`src/sv/swhsr_pkg.sv`:
```
// ----------------------------------------------------------------------------
// swhsr_pkg: shared types and constants
// Item and result layouts, configuration register indexes and reset values
// for the single-wire humidity sensor reader.
// ----------------------------------------------------------------------------
package swhsr_pkg;

    // Timer and register widths
    localparam int TimerBits  = 16;
    localparam int CfgBits    = 16;
    localparam int CfgRegs    = 4;
    localparam int CfgIdxBits = $clog2(CfgRegs);
    localparam int FrameBits  = 40;
    localparam int CountBits  = 6;

    // Stream payload widths, padded to whole bytes
    localparam int InBits  = 3 + TimerBits;
    localparam int InBytes = (InBits + 7) / 8;
    localparam int OutBits  = 1 + 2 + 1 + 8 + 8;
    localparam int OutBytes = (OutBits + 7) / 8;

    // Configuration register indexes
    localparam logic [CfgIdxBits-1:0] RegStartLow     = CfgIdxBits'(0);
    localparam logic [CfgIdxBits-1:0] RegRespTimeout  = CfgIdxBits'(1);
    localparam logic [CfgIdxBits-1:0] RegBitLowTimeout = CfgIdxBits'(2);
    localparam logic [CfgIdxBits-1:0] RegOneThreshold = CfgIdxBits'(3);

    // Configuration reset values
    localparam logic [CfgBits-1:0] RstStartLow      = CfgBits'(19000);
    localparam logic [CfgBits-1:0] RstRespTimeout   = CfgBits'(100);
    localparam logic [CfgBits-1:0] RstBitLowTimeout = CfgBits'(80);
    localparam logic [CfgBits-1:0] RstOneThreshold  = CfgBits'(45);

    // Status codes
    localparam logic [1:0] StIdle  = 2'd0;
    localparam logic [1:0] StBusy  = 2'd1;
    localparam logic [1:0] StOk    = 2'd2;
    localparam logic [1:0] StError = 2'd3;

    typedef struct packed {
        logic [CfgBits-1:0] start_low_time;
        logic [CfgBits-1:0] response_timeout;
        logic [CfgBits-1:0] bit_low_timeout;
        logic [CfgBits-1:0] one_threshold;
    } t_cfg;

    typedef struct packed {
        logic [TimerBits-1:0] time_us;
        logic                 line_level;
        logic                 take_data;
        logic                 start_request;
    } t_item;

    typedef struct packed {
        logic [7:0] temperature;
        logic [7:0] humidity;
        logic       data_ready;
        logic [1:0] status;
        logic       drive_low;
    } t_result;

endpackage

```
`src/sv/swhsr_core.sv`:
```
// ----------------------------------------------------------------------------
// swhsr_core: protocol state machine
// Holds the reader state and applies one poll per enabled cycle: start
// request, one protocol step, then take-data. The result reflects the state
// after the whole poll.
// ----------------------------------------------------------------------------
module swhsr_core (
    input  logic               i_clk,
    input  logic               i_rst_n,
    input  logic               i_en,
    input  swhsr_pkg::t_cfg    i_cfg,
    input  swhsr_pkg::t_item   i_item,
    output swhsr_pkg::t_result o_result
);

    // Phase codes
    localparam logic [3:0] PhIdle     = 4'd0;
    localparam logic [3:0] PhPullLow  = 4'd1;
    localparam logic [3:0] PhHoldLow  = 4'd2;
    localparam logic [3:0] PhRespLow  = 4'd3;
    localparam logic [3:0] PhRespHigh = 4'd4;
    localparam logic [3:0] PhLeadLow  = 4'd5;
    localparam logic [3:0] PhBitLow   = 4'd6;
    localparam logic [3:0] PhBitHigh  = 4'd7;
    localparam logic [3:0] PhCheck    = 4'd8;

    logic [3:0]                         r_phase,     n_phase;
    logic [swhsr_pkg::TimerBits-1:0]    r_last_time, n_last_time;
    logic [swhsr_pkg::FrameBits-1:0]    r_frame,     n_frame;
    logic [swhsr_pkg::CountBits-1:0]    r_bit_cnt,   n_bit_cnt;
    logic [7:0]                         r_humidity,  n_humidity;
    logic [7:0]                         r_temp,      n_temp;
    logic                               r_ready,     n_ready;
    logic [1:0]                         r_status,    n_status;
    logic                               r_drive,     n_drive;

    logic [swhsr_pkg::TimerBits-1:0] elapsed;
    logic [7:0]                      sum;
    logic                            bit_val;

    // Elapsed time wraps modulo the timer width
    assign elapsed = i_item.time_us - r_last_time;
    assign sum     = r_frame[39:32] + r_frame[31:24] + r_frame[23:16] + r_frame[15:8];
    assign bit_val = (elapsed > i_cfg.one_threshold);

    // Start, step, take for one poll
    always_comb begin
        n_phase     = r_phase;
        n_last_time = r_last_time;
        n_frame     = r_frame;
        n_bit_cnt   = r_bit_cnt;
        n_humidity  = r_humidity;
        n_temp      = r_temp;
        n_ready     = r_ready;
        n_status    = r_status;
        n_drive     = r_drive;

        if (i_item.start_request && (r_phase == PhIdle)) begin
            n_phase  = PhPullLow;
            n_status = swhsr_pkg::StBusy;
            n_ready  = 1'b0;
        end

        case (n_phase)
            PhIdle: begin
            end
            PhPullLow: begin
                n_drive     = 1'b1;
                n_last_time = i_item.time_us;
                n_phase     = PhHoldLow;
            end
            PhHoldLow: begin
                if (elapsed >= i_cfg.start_low_time) begin
                    n_drive     = 1'b0;
                    n_last_time = i_item.time_us;
                    n_phase     = PhRespLow;
                end
            end
            PhRespLow: begin
                if (!i_item.line_level) begin
                    n_last_time = i_item.time_us;
                    n_phase     = PhRespHigh;
                end else if (elapsed > i_cfg.response_timeout) begin
                    n_status = swhsr_pkg::StError;
                    n_phase  = PhIdle;
                    n_drive  = 1'b0;
                end
            end
            PhRespHigh: begin
                if (i_item.line_level) begin
                    n_last_time = i_item.time_us;
                    n_phase     = PhLeadLow;
                end else if (elapsed > i_cfg.response_timeout) begin
                    n_status = swhsr_pkg::StError;
                    n_phase  = PhIdle;
                    n_drive  = 1'b0;
                end
            end
            PhLeadLow: begin
                if (!i_item.line_level) begin
                    n_last_time = i_item.time_us;
                    n_phase     = PhBitLow;
                    n_bit_cnt   = '0;
                    n_frame     = '0;
                end else if (elapsed > i_cfg.response_timeout) begin
                    n_status = swhsr_pkg::StError;
                    n_phase  = PhIdle;
                    n_drive  = 1'b0;
                end
            end
            PhBitLow: begin
                if (i_item.line_level) begin
                    n_last_time = i_item.time_us;
                    n_phase     = PhBitHigh;
                end else if (elapsed > i_cfg.bit_low_timeout) begin
                    n_status = swhsr_pkg::StError;
                    n_phase  = PhIdle;
                    n_drive  = 1'b0;
                end
            end
            PhBitHigh: begin
                if (!i_item.line_level) begin
                    // Shift in the decoded bit, most significant first
                    n_frame     = {r_frame[swhsr_pkg::FrameBits-2:0], bit_val};
                    n_bit_cnt   = r_bit_cnt + swhsr_pkg::CountBits'(1);
                    n_last_time = i_item.time_us;
                    n_phase     = (n_bit_cnt >= swhsr_pkg::CountBits'(swhsr_pkg::FrameBits))
                                  ? PhCheck : PhBitLow;
                end else if (elapsed > i_cfg.response_timeout) begin
                    n_status = swhsr_pkg::StError;
                    n_phase  = PhIdle;
                    n_drive  = 1'b0;
                end
            end
            PhCheck: begin
                // Accept the frame only when the checksum byte matches
                if (r_frame[7:0] == sum) begin
                    n_humidity = r_frame[39:32];
                    n_temp     = r_frame[23:16];
                    n_ready    = 1'b1;
                    n_status   = swhsr_pkg::StOk;
                end else begin
                    n_status = swhsr_pkg::StError;
                end
                n_phase = PhIdle;
                n_drive = 1'b0;
            end
            default: begin
                n_phase = PhIdle;
            end
        endcase

        if (i_item.take_data) begin
            n_ready = 1'b0;
        end
    end

    // Advance state on each processed poll
    always_ff @(posedge i_clk) begin
        if (!i_rst_n) begin
            r_phase     <= PhIdle;
            r_last_time <= '0;
            r_frame     <= '0;
            r_bit_cnt   <= '0;
            r_humidity  <= '0;
            r_temp      <= '0;
            r_ready     <= 1'b0;
            r_status    <= swhsr_pkg::StIdle;
            r_drive     <= 1'b0;
        end else if (i_en) begin
            r_phase     <= n_phase;
            r_last_time <= n_last_time;
            r_frame     <= n_frame;
            r_bit_cnt   <= n_bit_cnt;
            r_humidity  <= n_humidity;
            r_temp      <= n_temp;
            r_ready     <= n_ready;
            r_status    <= n_status;
            r_drive     <= n_drive;
        end
    end

    assign o_result.drive_low   = n_drive;
    assign o_result.status      = n_status;
    assign o_result.data_ready  = n_ready;
    assign o_result.humidity    = n_humidity;
    assign o_result.temperature = n_temp;

endmodule

```
`src/sv/single_wire_humidity_sensor_reader.sv`:
```
// ----------------------------------------------------------------------------
// single_wire_humidity_sensor_reader: polled single-wire sensor reader
// Each input item is one poll of the sensor line with a microsecond time
// stamp; each poll yields one result item with line drive, status, the
// data-ready flag and the last good humidity and temperature bytes.
// ----------------------------------------------------------------------------
// Rate: one poll item per clock cycle while the output is not stalled. An item
// is caught in the input register when it is accepted; it is then applied to
// the protocol state and its result is loaded into the output register at the
// same edge, once that register is free or draining. A stalled output holds the
// result and back-pressures the input. The state update of one poll is
// combinational logic between the state registers, which is what sets the rate.
// Configuration writes are taken any cycle and should be made while no polls
// are in flight.
module single_wire_humidity_sensor_reader (
    input  logic                                i_clk,
    input  logic                                i_rst_n,
    // Configuration write port
    input  logic                                i_cfg_we,
    input  logic [swhsr_pkg::CfgIdxBits-1:0]    i_cfg_addr,
    input  logic [swhsr_pkg::CfgBits-1:0]       i_cfg_wdata,
    // Poll items
    input  logic                                s_axis_tvalid,
    output logic                                s_axis_tready,
    // [0] start_request, [1] take_data, [2] line_level, [18:3] time_us
    input  logic [swhsr_pkg::InBytes*8-1:0]     s_axis_tdata,
    // Result items
    output logic                                m_axis_tvalid,
    input  logic                                m_axis_tready,
    // [0] drive_low, [2:1] status, [3] data_ready, [11:4] humidity,
    // [19:12] temperature
    output logic [swhsr_pkg::OutBytes*8-1:0]    m_axis_tdata
);

    swhsr_pkg::t_cfg    r_cfg;
    swhsr_pkg::t_item   r_item;
    logic               r_in_vld;
    swhsr_pkg::t_result r_out;
    logic               r_out_vld;
    swhsr_pkg::t_result step_result;
    logic               advance;

    // Configuration registers
    always_ff @(posedge i_clk) begin
        if (!i_rst_n) begin
            r_cfg.start_low_time   <= swhsr_pkg::RstStartLow;
            r_cfg.response_timeout <= swhsr_pkg::RstRespTimeout;
            r_cfg.bit_low_timeout  <= swhsr_pkg::RstBitLowTimeout;
            r_cfg.one_threshold    <= swhsr_pkg::RstOneThreshold;
        end else if (i_cfg_we) begin
            case (i_cfg_addr)
                swhsr_pkg::RegStartLow:      r_cfg.start_low_time   <= i_cfg_wdata;
                swhsr_pkg::RegRespTimeout:   r_cfg.response_timeout <= i_cfg_wdata;
                swhsr_pkg::RegBitLowTimeout: r_cfg.bit_low_timeout  <= i_cfg_wdata;
                swhsr_pkg::RegOneThreshold:  r_cfg.one_threshold    <= i_cfg_wdata;
                default: begin
                end
            endcase
        end
    end

    // Move an item forward when the result register is free or draining
    assign advance       = r_in_vld && (!r_out_vld || m_axis_tready);
    assign s_axis_tready = !r_in_vld || advance;

    // Input register
    always_ff @(posedge i_clk) begin
        if (!i_rst_n) begin
            r_in_vld <= 1'b0;
        end else if (s_axis_tready) begin
            r_in_vld <= s_axis_tvalid;
        end
    end

    always_ff @(posedge i_clk) begin
        if (s_axis_tready && s_axis_tvalid) begin
            r_item <= s_axis_tdata[swhsr_pkg::InBits-1:0];
        end
    end

    swhsr_core u_core (
        .i_clk    (i_clk),
        .i_rst_n  (i_rst_n),
        .i_en     (advance),
        .i_cfg    (r_cfg),
        .i_item   (r_item),
        .o_result (step_result)
    );

    // Result register
    always_ff @(posedge i_clk) begin
        if (!i_rst_n) begin
            r_out_vld <= 1'b0;
        end else if (advance) begin
            r_out_vld <= 1'b1;
        end else if (m_axis_tready) begin
            r_out_vld <= 1'b0;
        end
    end

    always_ff @(posedge i_clk) begin
        if (advance) begin
            r_out <= step_result;
        end
    end

    assign m_axis_tvalid = r_out_vld;
    assign m_axis_tdata  = {{(swhsr_pkg::OutBytes*8 - swhsr_pkg::OutBits){1'b0}}, r_out};

endmodule
```
`config.mk`:
```
export PLATFORM = sky130hd
export DESIGN_NAME = single_wire_humidity_sensor_reader
export DESIGN_NICKNAME = d
export VERILOG_FILES = /design/src/sv/swhsr_pkg.sv /design/src/sv/swhsr_core.sv /design/src/sv/single_wire_humidity_sensor_reader.sv
export SDC_FILE = /design/constraint.sdc
export NUM_CORES = 1
export LEC_CHECK = 0
export ABC_AREA = 1
export BUFFER_PORTS_ARGS = -buffer_cell sky130_fd_sc_hd__buf_2
export CAP_MARGIN = 20
export CELL_PAD_IN_SITES_DETAIL_PLACEMENT = 1
export CELL_PAD_IN_SITES_GLOBAL_PLACEMENT = 1
export CORE_MARGIN = 2
export CORE_UTILIZATION = 27
export CTS_CLUSTER_DIAMETER = 50
export DETAILED_ROUTE_END_ITERATION = 6
export GPL_ROUTABILITY_DRIVEN = 0
export PLACE_DENSITY_LB_ADDON = 0.05
export SLEW_MARGIN = 0
export SYNTH_ARGS = -nofsm -noshare
export SYNTH_HDL_FRONTEND = slang
export SYNTH_HIERARCHICAL = 1
export SYNTH_SLANG_ARGS = --single-unit
```
`constraint.sdc`:
```
create_clock -name i_clk -period 3.2 [get_ports i_clk]
set_input_delay 0.32 -clock i_clk [delete_from_list [all_inputs] [get_ports i_clk]]
set_output_delay 0.32 -clock i_clk [all_outputs]
set_load 0.01 [all_outputs]
```
After elaboration in Yosys (flattened, before gate mapping)

Cells that the tools add are included.

Bits in registers: 191
Output and inout bits: 26
Input port bits: 47

Reductions and logical operators: 21
Mux-type cells: 46
$add $sub $neg: 5
Equal/unequal tests: 17
Magnitude comparators: 5

Operators by type and width:

| operator                                                         | count |
|---|---|
| 40-bit two-way mux                                               | 2 |
| 40-bit one-hot mux with 2 select lines                           | 1 |
| 16-bit one-hot mux with 4 select lines                           | 1 |
| 16-bit > comparator                                              | 3 |
| 16-bit two-way mux                                               | 3 |
| 4-bit two-way mux                                                | 10 |
| 8-bit two-way mux                                                | 4 |
| 4-bit one-hot mux with 8 select lines                            | 1 |
| 8-bit adder                                                      | 3 |
| 4-bit by 3-bit == test with 1-bit output (second input constant) | 4 |
| 16-bit >= comparator                                             | 1 |
| 16-bit subtractor                                                | 1 |
| 1-bit two-way mux                                                | 13 |
| 2-bit two-way mux                                                | 6 |
| 6-bit two-way mux                                                | 2 |
| 6-bit one-hot mux with 2 select lines                            | 1 |
| 4-bit by 2-bit == test with 1-bit output (second input constant) | 2 |
| 8-bit == test                                                    | 1 |
| 4-bit logical NOT                                                | 2 |
| 2-bit one-hot mux with 4 select lines                            | 1 |
| 2-bit AND reduction                                              | 4 |
| 6-bit by 1-bit adder with 6-bit output (second input constant)   | 1 |
| 6-bit >= comparator (second input constant)                      | 1 |
| 2-bit != test (second input constant)                            | 3 |
| other kinds (16)                                                 | 23 |

Logic depth before layout (Yosys ltp)

Word-level depth: 7
Depth in mapped cells: 25
Gate-level depth less buffers: 25

By module

The synthesis kept the hierarchy.

By module, submodules not included:

| module                             | area each (sq um) | instances | seq. area each (sq um) | cells each |
|---|---|---|---|---|
| swhsr_core                         | 6934.2            | 1         | 1721.7                 | 1018 |
| single_wire_humidity_sensor_reader | 3876.2            | 1         | 2492.4                 | 444 |

Least setup slack after synthesis

Ideal clock, no wire load.

Path type: flip-flop to flip-flop
From: register u_core/r_frame[17] (netlist bit)
To: register r_out (netlist bit m_axis_tdata[3]), data pin
Arrival time: 3223 ps
Setup time: 251 ps
Clock period less this slack: 3474 ps
Buffers on the path: 3
Stages on the path, launching flop included: 21
Path slack: -274 ps
Cell sequence: dfxtp_1 -> fa_1 -> fa_1 -> ha_1 -> inv_1 -> fa_1 -> or2_1 -> nand2_1 -> nand2_1 -> nand2_1 -> nor2_1 -> nand3_1 -> nor2_2 -> and2_1 -> buf_6 -> nand3_4 -> buf_6 -> nand2_1 -> nand2_1 -> inv_1 -> buf_4

Word-level cells in the longest chain between the ends: 6

Ends and longest elaborated chain:

| element                  | line                                      | text |
|---|---|---|
| start, declared          | swhsr_core.sv:29                          | `logic [swhsr_pkg::FrameBits-1:0] r_frame, n_frame;` |
| start signal, assigned   | swhsr_core.sv:173                         | `r_frame <= n_frame;` |
| 8-bit adder (2 in a row) | swhsr_core.sv:43                          | `assign sum = r_frame[39:32] + r_frame[31:24] + r_frame[23:16] + r_frame[15:8];` |
| 8-bit == test            | swhsr_core.sv:137                         | `if (r_frame[7:0] == sum) begin` |
| 1-bit two-way mux        | swhsr_core.sv:137                         |  |
| 1-bit two-way mux        | swhsr_core.sv:64                          | `case (n_phase)` |
| 1-bit two-way mux        | swhsr_core.sv:153                         | `if (i_item.take_data) begin` |
| net u_core.n_ready       | swhsr_core.sv:33                          | `logic r_ready, n_ready;` |
| end signal, assigned     | single_wire_humidity_sensor_reader.sv:103 | `r_out <= step_result;` |
| end, declared            | single_wire_humidity_sensor_reader.sv:38  | `swhsr_pkg::t_result r_out;` |

The timed path passes the listed nets, and every way through them passes these cells.
A chain may end at the register's enable or synchronous reset.

Worst setup path in the final report

From: register r_item[5] (netlist bit)
To: register u_core/r_last_time[0] (netlist bit)

Word-level cells in the longest chain between the ends: 4

Ends and longest elaborated chain:

| element                                            | line                                     | text |
|---|---|---|
| start, declared                                    | single_wire_humidity_sensor_reader.sv:36 | `swhsr_pkg::t_item r_item;` |
| start signal, assigned                             | single_wire_humidity_sensor_reader.sv:77 | `r_item <= s_axis_tdata[swhsr_pkg::InBits-1:0];` |
| 16-bit subtractor                                  | swhsr_core.sv:42                         | `assign elapsed = i_item.time_us - r_last_time;` |
| 16-bit >= comparator                               | swhsr_core.sv:73                         | `if (elapsed >= i_cfg.start_low_time) begin` |
| 2-bit by 1-bit != test with 1-bit output (no line) | -                                        |  |
| 5-bit AND reduction (no line)                      | -                                        |  |
| end signal, assigned                               | swhsr_core.sv:172                        | `r_last_time <= n_last_time;` |
| end, declared                                      | swhsr_core.sv:28                         | `logic [swhsr_pkg::TimerBits-1:0] r_last_time, n_last_time;` |

No other way between the ends.

==> results.txt <==
Setup crit end kind -> flip-flop
final setup vio count -> 60
area of the core -> 0.0396 mm^2
max-cap violations -> 0
critical path class -> flip-flop to flip-flop
DR vias -> 9769
CP max FO -> 4
vias in the first global route -> 10100
pwr dens -> 490 mW/mm^2
worst min-delay path class -> input port to flip-flop
global-route wire length before repair -> 56300 um
commonest non-fill, non-tap cell in the layout -> nand2_1
largest family of logic cells by synthesized area -> simple AND/OR/NAND/NOR gates
hpwl dp -> 25000 um
drt first-iter violations -> 376
Vert. Die Dim -> 204 um
Worst Tran Pin Value -> 0.994 ns
post-synthesis sequential area ratio -> 39.0%
Crit path arrival time -> 3.87 ns
total CTS buffers -> 17
relative slew slack -> 33.7%
Synth async-reset ratio -> 0%
Avg WL per Cell -> 15.9 um
sequential share of power -> 37.5%
Sw Ratio -> 33.5%
fmax -> 284 MHz
worst setup margin -> -0.326 ns
syn_area_per_cell -> 7.39 um^2
RSZ-0062 raised after global routing -> true
proportion of layout cells with a drive suffix above 1 -> 25.2%
die area -> 0.0417 mm^2
ys flop type -> dfxtp_1
crit-path max cell delay -> 0.43 ns
CTS root buffer -> clkbuf_16
xor/xnor share of the synthesized area -> 2.33%
adder-cell share of the synthesized area -> 13.0%
number of placed I/O pins -> 73
Overflow after GRT -> 0
Leak Pwr -> 6.62 nW
Final #Nets -> 1786
failing checks -> negative setup slack
Final min period -> 3.53 ns
CP Cell Sequence -> ha_4 -> nand2_4 -> nor3_4 -> nor2_2 -> buf_6 -> o41ai_4 -> xor2_1 -> inv_2 -> ha_4 -> nand2_2 -> inv_2 -> nor2_4 -> o21ai_2 -> a21oi_2 -> buf_4 -> nand4_1 -> nand2_4 -> inv_1 -> o21ai_1 -> a21oi_1
DRC viols -> 0
Final Hold Viols -> 0
most frequent cells in the layout -> 337 x nand2_1, 204 x inv_1, 158 x nor2_1
Starting Density -> 27.3%
Area Growth Syn to Fin -> 32.4%
Post-DRT Antenna Nets -> 0
status -> finished, violations left
DRT Pass-1 Iters -> 4
Worst-path clk slew -> 0.08 ns
FP Rows -> 73
Clock power frac -> 32.6%
Critical Path RT -> 3.54 ns
internal power -> 0.00466 W
Clock Sinks -> 191
Logic pwr share -> 29.9%
final setup TNS -> -15.42 ns
final worst path period share -> 110%
Max VDD drop -> 364 uV
total routed wirelength -> 34600 um
multiplexer share of the synthesized area -> 0%
Distinct cells, synth -> 42
Chip Width -> 204 um
Yosys reg bits -> 191
total power -> 0.00701 W
post-route insts no fill -> 2174
Pins Over Slew Limit -> 0
H-Tree Depth -> 4
routed vias/inst -> 4.49
CTS tree -> built
Syn. warnings -> 6
Synth Area in Simple Gates -> 25.8%
post-synthesis cell area -> 0.0108 mm^2
Worst path slowest cell -> edfxtp_1
Port Buffers -> 63
fraction of the mapped netlist area in compound gates -> 9.70%
nature of the critical path startpoint -> flip-flop
Cells after Synth -> 1462
EDFF count, synth -> 39
Final Skew -> 0.0136 ns
initial antenna violation count -> 1
antenna cells -> 0
GRT Util Overall -> 17.5%
Switch Pwr -> 0.00234 W
Clock Path Buffers -> 2
Inst Count DP -> 2119
pin count of the biggest net entering global routing -> 48
Clock Latency Late Sink -> 0.47 ns
[worst paths after layout]
| kind | slack, ns | end | start | depth (start not counted) |
|---|---|---|---|---|
| worst min-delay path | 0.04 | r_item[13] | s_axis_tdata[13] | 1 |
| worst max register to register | -0.33 | u_core/r_last_time[0] | r_item[5] | 20 |
| worst max-delay path | -0.33 | u_core/r_last_time[0] | r_item[5] | 20 |
| worst min register to register | 0.47 | r_cfg[52] | r_cfg[52] | 2 |
[cell type report]
type,count,area (um^2)
sequential,191,4220
tap,525,657
clock buffer,18,450
inverter,216,811
timing repair buffer,208,1530
clock inverter,14,170
fill,4765,25300
multi-input combinational,1002,6480
[metal layers]
metal  part of all wire (%)  global-route usage, %  wire, um  vias to the layer above
met5                      0                      0         0                        -
met4                   0.88                   3.73       305                        0
met3                    2.0                   2.87       702                       19
met2                     44                   27.7     15400                       77
met1                     53                   24.8     18200                     4689
li1                       -                      -         -                     4984
[logic make-up after synthesis]
kind of cell / after synthesis
AO/OA/AOI/OAI: 196
XOR/XNOR: 27
adder cells (fa/ha/maj): 103
buffers and inverters: 272
flip-flops: 191
other: 1
AND/OR/NAND/NOR: 672
[worst max-delay path, delay by kind of cell (launching register included)]
family                     cells  cell delay (ns)
adders and majority gates      2             0.61
buffers and inverters          5             0.58
and+or+nand+nor                7             0.80
xor gates and xnor gates       1             0.25
DFF                            1             0.43
AOI/OAI and AO/OA              5             0.72
[repair_timing]
action,4_1_cts,5_1_grt
cloned,1,2
hold endpoints to repair,3,1
pin swaps,55,50
setup endpoints to repair,60,60
setup buffers,16,5
hold buffers,3,1
resized for setup,124,86
[state kept, by name (all words and copies together), names as in the netlist, 2 cells and up]
signal	cells
r_cfg	64
u_core/r_frame	40
m_axis_tdata	20
r_item	19
u_core/r_last_time	16
u_core/r_humidity	8
u_core/r_temp	8
u_core/r_bit_cnt	6
u_core/r_phase	4
u_core/r_status	2
[metrics by stage]
step | instance area [um^2] | util, % | hold WS, ns | setup WS, ns
after floorplan | 10800 | - | 0.419 | -0.147
after global placement | 12500 | 31.5 | 0.444 | -0.564
after detailed placement | 12500 | 31.5 | 0.449 | -0.578
after CTS | 13900 | 35.1 | 0.000300 | -0.300
after global routing | 14300 | 36.1 | 0.0000406 | -0.516
final | 14300 | 36.1 | 0.0364 | -0.326
[power by group through the flow]
| stage | Combinational [W] | Sequential [W] | Clock, W |
|---|---|---|---|
| 3_5_place_dp | 0.00161 | 0.00268 | 0 |
| 5_1_grt | 0.00237 | 0.00264 | 0.00248 |
| 6_report | 0.00210 | 0.00263 | 0.00228 |
| 4_1_cts | 0.00196 | 0.00263 | 0.00239 |
| 3_3_place_gp | 0.00158 | 0.00268 | 0 |
| 2_1_floorplan | 0.000947 | 0.00267 | 0 |
[cell usage after synthesis, types with 14 or more instances]
cell type	instances	area [um^2]
nor2_1	162	608
nand3_1	70	350
clkbuf_1	25	93.8
dfxtp_1	152	3040
o21ai_0	43	215
nand2_1	370	1390
inv_1	213	800
nand4_1	29	181
fa_1	15	300
ha_1	88	1100
a21oi_1	118	591
edfxtp_1	39	1170
xor2_1	14	123
nand2_2	19	119
No activity file was read; power rests on OpenSTA's default activity.
